$ cat src/rtl/core/blendshape_vertex_reconstruct_assert.svh
// Assertion macros for the blendshape reconstruction block.
// Needs a clock and an active-low reset name passed in by the user.
`ifndef BLENDSHAPE_VERTEX_RECONSTRUCT_ASSERT_SVH
`define BLENDSHAPE_VERTEX_RECONSTRUCT_ASSERT_SVH

// Same-cycle implication.
`define BVR_ASSERT_IMP(lbl, clk_s, rst_n_s, ante, cons, msg) \
	lbl: assert property (@(posedge clk_s) disable iff (!rst_n_s) (ante) |-> (cons)) \
		else $error(msg);

// Next-cycle implication.
`define BVR_ASSERT_NXT(lbl, clk_s, rst_n_s, ante, cons, msg) \
	lbl: assert property (@(posedge clk_s) disable iff (!rst_n_s) (ante) |=> (cons)) \
		else $error(msg);

`endif

$ cat src/rtl/core/bvr_pkg.sv
// Shared types and constants for the blendshape reconstruction block.
// No dependencies; imported by bvr_coef_bank, the top level of the block and the testbench.
`default_nettype none

package bvr_pkg;

	localparam int ELEM_W       = 10;
	localparam int MAX_ELEMENTS = 1 << ELEM_W;
	localparam int MODE_W       = 6;
	localparam int MAX_MODES    = 1 << MODE_W;
	localparam int MODE_CNT_W   = MODE_W + 1;
	localparam int BASIS_AW     = MODE_W + ELEM_W;
	localparam int BASIS_DEPTH  = MAX_MODES * MAX_ELEMENTS;
	localparam int VAL_W        = 16;
	localparam int PROD_W       = 2 * VAL_W;
	localparam int FRAC_W       = 12;
	localparam int ACC_W        = 40;
	localparam int POS_W        = 32;
	localparam int ECOUNT_W     = ELEM_W + 1;
	localparam int CFG_IDX_W    = 2;
	localparam int CFG_DATA_W   = ECOUNT_W;

	localparam logic [CFG_IDX_W-1:0] CFG_ELEMENT_COUNT    = 2'd0;
	localparam logic [CFG_IDX_W-1:0] CFG_IDENTITY_MODES   = 2'd1;
	localparam logic [CFG_IDX_W-1:0] CFG_EXPRESSION_MODES = 2'd2;

	localparam logic BANK_IDENTITY   = 1'b0;
	localparam logic BANK_EXPRESSION = 1'b1;

	typedef enum logic [1:0] {
		REQ_NEUTRAL = 2'd0,
		REQ_BASIS   = 2'd1,
		REQ_COEFF   = 2'd2,
		REQ_QUERY   = 2'd3
	} req_kind_t;

	typedef enum logic [1:0] {
		ST_IDLE,
		ST_RUN,
		ST_DRAIN,
		ST_FIN
	} state_t;

	typedef struct packed {
		req_kind_t                 req_type;
		logic                      bank_select;
		logic [MODE_W-1:0]         mode_index;
		logic [ELEM_W-1:0]         element_index;
		logic signed [VAL_W-1:0]   value;
	} req_t;

	typedef struct packed {
		logic [ELEM_W-1:0]         element_out;
		logic signed [POS_W-1:0]   position;
		logic                      out_of_range;
	} result_t;

	typedef struct packed {
		logic                      we;
		logic [MODE_W-1:0]         addr;
		logic signed [VAL_W-1:0]   data;
	} coef_wr_t;

endpackage

`default_nettype wire

$ cat src/rtl/core/bvr_coef_bank.sv
// Coefficient store for one basis bank, cleared to zero by valid bits at reset.
// Depends on bvr_pkg.
`default_nettype none

module bvr_coef_bank (
	input  wire logic                             clk,
	input  wire logic                             arst_n,
	input  wire bvr_pkg::coef_wr_t                wr,
	input  wire logic [bvr_pkg::MODE_W-1:0]       rd_addr,
	output logic signed [bvr_pkg::VAL_W-1:0]      rd_data
);

	import bvr_pkg::*;

	logic signed [VAL_W-1:0] mem [MAX_MODES];
	logic [MAX_MODES-1:0]    valid_q;

	always_ff @(posedge clk) begin
		if (wr.we) begin
			mem[wr.addr] <= wr.data;
		end
		rd_data <= valid_q[rd_addr] ? mem[rd_addr] : '0;
	end

	always_ff @(posedge clk or negedge arst_n) begin
		if (!arst_n) begin
			valid_q <= '0;
		end else if (wr.we) begin
			valid_q[wr.addr] <= 1'b1;
		end
	end

endmodule

`default_nettype wire

$ cat config.mk
export PLATFORM = sky130hd
export DESIGN_NAME = bvr_coef_bank
export DESIGN_NICKNAME = d
export VERILOG_FILES = /design/src/rtl/core/blendshape_vertex_reconstruct_assert.svh /design/src/rtl/core/bvr_pkg.sv /design/src/rtl/core/bvr_coef_bank.sv
export SDC_FILE = /design/constraint.sdc
export NUM_CORES = 1
export LEC_CHECK = 0
export BUFFER_PORTS_ARGS = -buffer_cell sky130_fd_sc_hd__buf_2
export CORE_MARGIN = 1
export CORE_UTILIZATION = 45
export CTS_CLUSTER_DIAMETER = 100
export DETAILED_ROUTE_END_ITERATION = 10
export GPL_ROUTABILITY_DRIVEN = 0
export GPL_TIMING_DRIVEN = 0
export SLEW_MARGIN = 15
export SYNTH_ARGS = -nofsm -noshare
export SYNTH_HDL_FRONTEND = slang
export SYNTH_SLANG_ARGS = --single-unit
$ cat constraint.sdc
create_clock -name clk -period 2.5 [get_ports clk]
set_input_delay 0.125 -clock clk [delete_from_list [all_inputs] [get_ports clk]]
set_output_delay 0.125 -clock clk [all_outputs]
set_load 0.1 [all_outputs]
== Yosys cells after proc, flatten, opt, wreduce, memory -nomap -nowiden ==
Memories as Yosys holds them, arrays and structs flattened. A register that Yosys moved wholly into a read port is not among the register bits.
Index checks and enable logic that the tools add are counted.

* RAM bits: 1024
* Bits in registers: 64
* Word-level logic and storage cells: 14
* Output and inout bits: 16
* Memories kept: 1
* Bits of input ports: 31

{| class="wikitable"
|+ Memory list
! memory !! words !! bits a word !! rd ports !! clocked after Yosys merged registers in !! write ports !! line !! source
|-
| mem || 64 || 16 || 1 || 1 || 1 || bvr_coef_bank.sv:15 || <nowiki>logic signed [VAL_W-1:0] mem [MAX_MODES];</nowiki>
|}

* Multiplexer cells: 6
* Reduce and logical (&&, ||, !) cells: 2
* Order comparisons: 3
* Bitwise operators: 1

{| class="wikitable"
|+ Operator list
! cell !! count
|-
| $or A64 B64 Y64 || 1
|-
| $lt A6 B7 Y1 const B || 2
|-
| $bmux W1 S6 || 1
|-
| $demux W1 S6 || 1
|-
| $ge A6 B1 Y1 const B || 1
|-
| $mux W1 || 4
|-
| $logic_and A1 B1 Y1 || 1
|-
| $logic_not A1 Y1 || 1
|}

== Longest topological paths before layout ==
* Word-level depth: 5
* Mapped depth: 10
* Depth with buffers taken out: 5

== Worst setup path before layout ==
Ideal clock, no wire load.

* Path type: in2reg
* Start: input wr[19] in the netlist's numbering
* End: memory mem[48][0] (enable)
* Library setup time: 0.411 ns
* Arrival time: 1.941 ns
* Required time: 2.089 ns
* Setup slack: 0.148 ns
* Buffers on the path: 1
* Stages: 4
* Path through: clkbuf_1 > nand4b_1 > or2_2 > nor3_1

{| class="wikitable"
|+ RTL lines
! element !! line !! source
|-
| start: declaration || bvr_coef_bank.sv:8 || <nowiki>input wire bvr_pkg::coef_wr_t wr,</nowiki>
|-
| end: declaration || bvr_coef_bank.sv:15 ||
|}

No word-level cell before the write port.

== Worst setup path in the final report ==
* Start: input rd_addr[1] in the netlist's numbering
* End: register rd_data[8] in the netlist's numbering, read port of mem

* Cells in the longest elaborated chain, start to end: 3

{| class="wikitable"
|+ RTL lines
! element !! line !! source
|-
| start: declaration || bvr_coef_bank.sv:9 || <nowiki>input wire logic [bvr_pkg::MODE_W-1:0] rd_addr,</nowiki>
|-
| $bmux W1 S6 || bvr_coef_bank.sv:22 || <nowiki>rd_data <= valid_q[rd_addr] ? mem[rd_addr] : '0;</nowiki>
|-
| $mux W1 (not written as such) || bvr_coef_bank.sv:22 ||
|-
| $logic_not A1 Y1 (no line) || n/a ||
|-
| end: declaration || bvr_coef_bank.sv:10 || <nowiki>output logic signed [bvr_pkg::VAL_W-1:0] rd_data</nowiki>
|}

Parallel ways exist; a longest one is shown, timed or not. The select of a mux whose other input is x is not followed.
A chain may end at the register's enable or synchronous reset.

==> impl_metrics.py <==
metrics = {
    "power": {
        "p_sw_frac": 0.2161,
        "p_clk_frac": 0.416,
        "p_leak_nw": 15.49,
        "p_int_mw": 30.99,
        "p_per_area_mw_per_mm2": 816.6,
        "worst_ir_drop_vdd_mv": 0.6193,
        "combPwrFrac": 0.062,
        "p_seq_frac": 0.522,
        "power_switching_mw": 8.544,
        "finalPower_mw": 39.53,
    },
    "cells_and_area": {
        "final_area_sq_mm": 0.04841,
        "fin_nets": 2152,
        "stdcell_count": 3465,
        "syn_to_final_growth_pct": 15.70,
        "fill_cells": 7238,
        "seqCellArea_sq_mm": 0.03267,
        "multiInputGateArea_sq_mm": 0.008787,
        "final_core_util": 0.5266,
        "drive_gt1_frac": 0.3415,
    },
    "clock_network": {
        "htreeDepth": 3,
        "cts_buffer_depth": 3,
        "cts_tree": "done",
        "cts_buffers": 109,
        "clkTransAtPathRegs_ps": 60,
        "cts_num_sinks": 1104,
        "cts-root-buf": "clkbuf_16",
        "clk_latency_ps": 690,
    },
    "die": {
        "row_count": 111,
        "die_h_um": 306.9,
        "initial_core_util": 0.4551,
        "ios": 47,
        "die_w_um": 306.9,
        "core_area_sq_mm": 0.09194,
        "die_area_sq_mm": 0.09421,
    },
    "synthesis": {
        "syn_inst": 1900,
        "synth_area_sq_mm": 0.04184,
        "synthFlopType": "edfxtp_1",
        "synth_seq_cells": 1104,
        "yosysWarnings": 0,
        "yosysTopAreaCell": "edfxtp_1",
        "synthTopCellsByCount": "1024 x edfxtp_1, 267 x mux4_2, 130 x a22oi_1, 80 x a21oi_1, 69 x nor2_1",
        "seq_area_frac_synth": 0.7808,
        "postSynthAreaPerCell_sq_um": 22.02,
        "synth-edff-count": 1024,
        "synth.top_cell.area_share": 0.7349,
        "async_reset_ff_frac": 0.05797,
        "yosysMostFrequentCell": "edfxtp_1",
        "ys_top_cells_by_area": "edfxtp_1 73%, mux4_2 14%, dfrtp_1 3.8%, a22oi_1 2.3%, or2_2 0.99%",
        "syn_nets": 1931,
        "synth.distinct_cells": 38,
    },
    "detailed_routing": {
        "routed_wl_mm": 103.7,
        "wl_per_cell_um": 29.92,
        "route.met3.wl_mm": 8.811,
        "wl_met1_mm": 42.53,
        "ant_nets": 0,
        "drtIter0Drc": 2146,
        "wl_met2_mm": 48.80,
        "vias": 20370,
        "viasPerCell": 5.879,
        "firstDrtPassIters": 7,
        "drcViolationCount": 0,
        "routed.top_layer": "met5",
    },
    "setup_path": {
        "cp_top_family": "buffers and inverters",
        "cpMaxStageDelayCell": "a21oi_1",
        "cp-start-kind": "input port",
        "r2r_cells": 6,
        "cp.arrival_ps": 3250,
        "worstPathCellList": "buf_2 -> clkbuf_1 -> nor2_1 -> clkbuf_2 -> clkbuf_2 -> a22oi_1 -> a21oi_1 -> nor4_1 -> a21oi_1",
        "max_stage_delay_ps": 650,
        "crit_fanout": 10,
        "worstPathRequired_ps": 3010,
        "crit_cells": 9,
        "r2r_slack_ps": 100,
        "worst-path-buf-inv": 4,
        "path_class": "in -> reg",
        "endpoint_kind": "flip-flop",
    },
    "min_path": {
        "hold_class": "in -> reg",
        "whs_path_depth": 1,
    },
    "flow_run": {
        "cap_violations": 0,
    },
    "timing": {
        "worst_clock_skew_ps": 30.22,
        "tns_ps": -515.5,
        "finalHoldViolCount": 0,
        "period_needed_ps": 2742,
        "finalSetupViolations": 8,
        "fin_crit_sh": 1.097,
        "slew_headroom": 0.4185,
        "max_freq_ghz": 0.3647,
        "finalMaxSlewViolations": 0,
        "rsz0062_at_grt": "no",
        "worst_pin_slew_ps": 872.3,
        "setup_ws_ps": -242.1,
    },
    "global_routing": {
        "grt_max_degree": 65,
        "gr-total-overflow": 0,
        "grt_pass1_vias": 20950,
        "antenna_found_initial": 9,
        "grt_pass1_wl_mm": 148.6,
        "grtUsageTotal": 0.2234,
    },
    "place": {
        "io_buffers": 39,
        "hpwl_mm": 67.79,
        "place_inst": 3249,
        "placed_cell_area_sq_mm": 0.04466,
    },
    "outcome": {
        "outcome": "complete, but fails checks",
        "violations": "negative setup slack",
    },
}
==> layout make-up <==
cell class	instances	share of cell area
Tap cell	1243	0.03212
Multi-Input combinational cell	687	0.1815
Antenna cell	5	0.0002584
Clock buffer	143	0.06215
Clock inverter	64	0.01269
Inverter	2	0.0001551
Sequential cell	1104	0.6748
Timing Repair Buffer	110	0.02370
Buffer	107	0.01259
==> sequential cells by signal, summed over array words and instances, names as in the netlist <==
name     count
valid_q     64
mem       1024
rd_data     16
==> per-layer routing <==
layer,track usage,vias to the layer above
met2,0.3495,813
met3,0.06099,184
met5,0,-
li1,-,8465
met1,0.3059,10910
met4,0.07140,4
==> cells in the final DEF, fill, tap and decap left out, drive strengths merged, types with 2 or more instances in the layout <==
cell type / synthesis / layout
edfxtp: 1024 / 1024
mux4: 269 / 269
clkbuf: 46 / 193
buf: 61 / 166
a22oi: 130 / 130
a21oi: 80 / 80
nor2: 69 / 69
or2: 66 / 66
dfrtp: 64 / 64
clkinv: 0 / 46
nor4: 16 / 16
dfxtp: 16 / 16
nand2: 11 / 11
bufinv: 0 / 11
nor2b: 9 / 9
nand3: 6 / 6
diode: 0 / 5
clkinvlp: 0 / 5
nand2b: 4 / 4
mux2i: 4 / 4
inv: 2 / 4
mux2: 3 / 3
o21ai: 3 / 3
nand3b: 2 / 2
nor3: 2 / 2
a211oi: 2 / 2
==> path summary, 6_finish.rpt <==
path | start | endpoint
max | rd_addr[1] | rd_data[8]$_SDFF_PN0_
min reg2reg | valid_q[26]$_DFFE_PN0P_ | valid_q[26]$_DFFE_PN0P_
min | wr[6] | mem[36][6]$_DFFE_PP_
max in group asynchronous | arst_n | valid_q[50]$_DFFE_PN0P_
max reg2reg | valid_q[21]$_DFFE_PN0P_ | rd_data[2]$_SDFF_PN0_
min in group asynchronous | arst_n | valid_q[4]$_DFFE_PN0P_
==> power groups by stage <==
stage	combinational, mW	clock, mW	sequential [mW]
2_1_floorplan	1.23	0	21.2
3_3_place_gp	2.32	0	21.0
3_5_place_dp	2.42	0	21.0
4_1_cts	2.42	16.7	20.7
5_1_grt	2.57	17.4	20.7
6_report	2.44	16.4	20.7
==> kinds of logic after synthesis <==
| group | after synthesis | share of synthesized area |
|---|---|---|
| muxes | 276 | 0.1467 |
| buffers and inverters | 109 | 0.01393 |
| AOI/OAI and AO/OA | 221 | 0.03504 |
| DFF | 1104 | 0.7808 |
| and+or+nand+nor | 190 | 0.02356 |
==> timing repair <==
item / in CTS / in global routing
endpoints found under the setup margin: 16 / 12
resized for setup: 13 / 21
setup buffers: 0 / 3
hold endpoints to repair: 64 / 0
hold buffers: 1 / 0
pin swaps: 0 / 1
==> stage by stage <==
stage               setup WS (ps)  hold WS, ps
global route                2.445        27.60
floorplan                   148.5       -170.6
finish                     -242.1        10.39
global placement            -1405        443.6
CTS                         60.53        33.46
detailed placement          -1261        263.9
==> worst register-to-register path, stage by stage (launching register included) <==
cell	delay [ps]
dfrtp_1	380
mux4_2	520
mux2i_1	150
o21ai_0	120
o221ai_2	460
buf_2	360
a21oi_1	240
No activity file was read; power rests on OpenSTA's default activity.
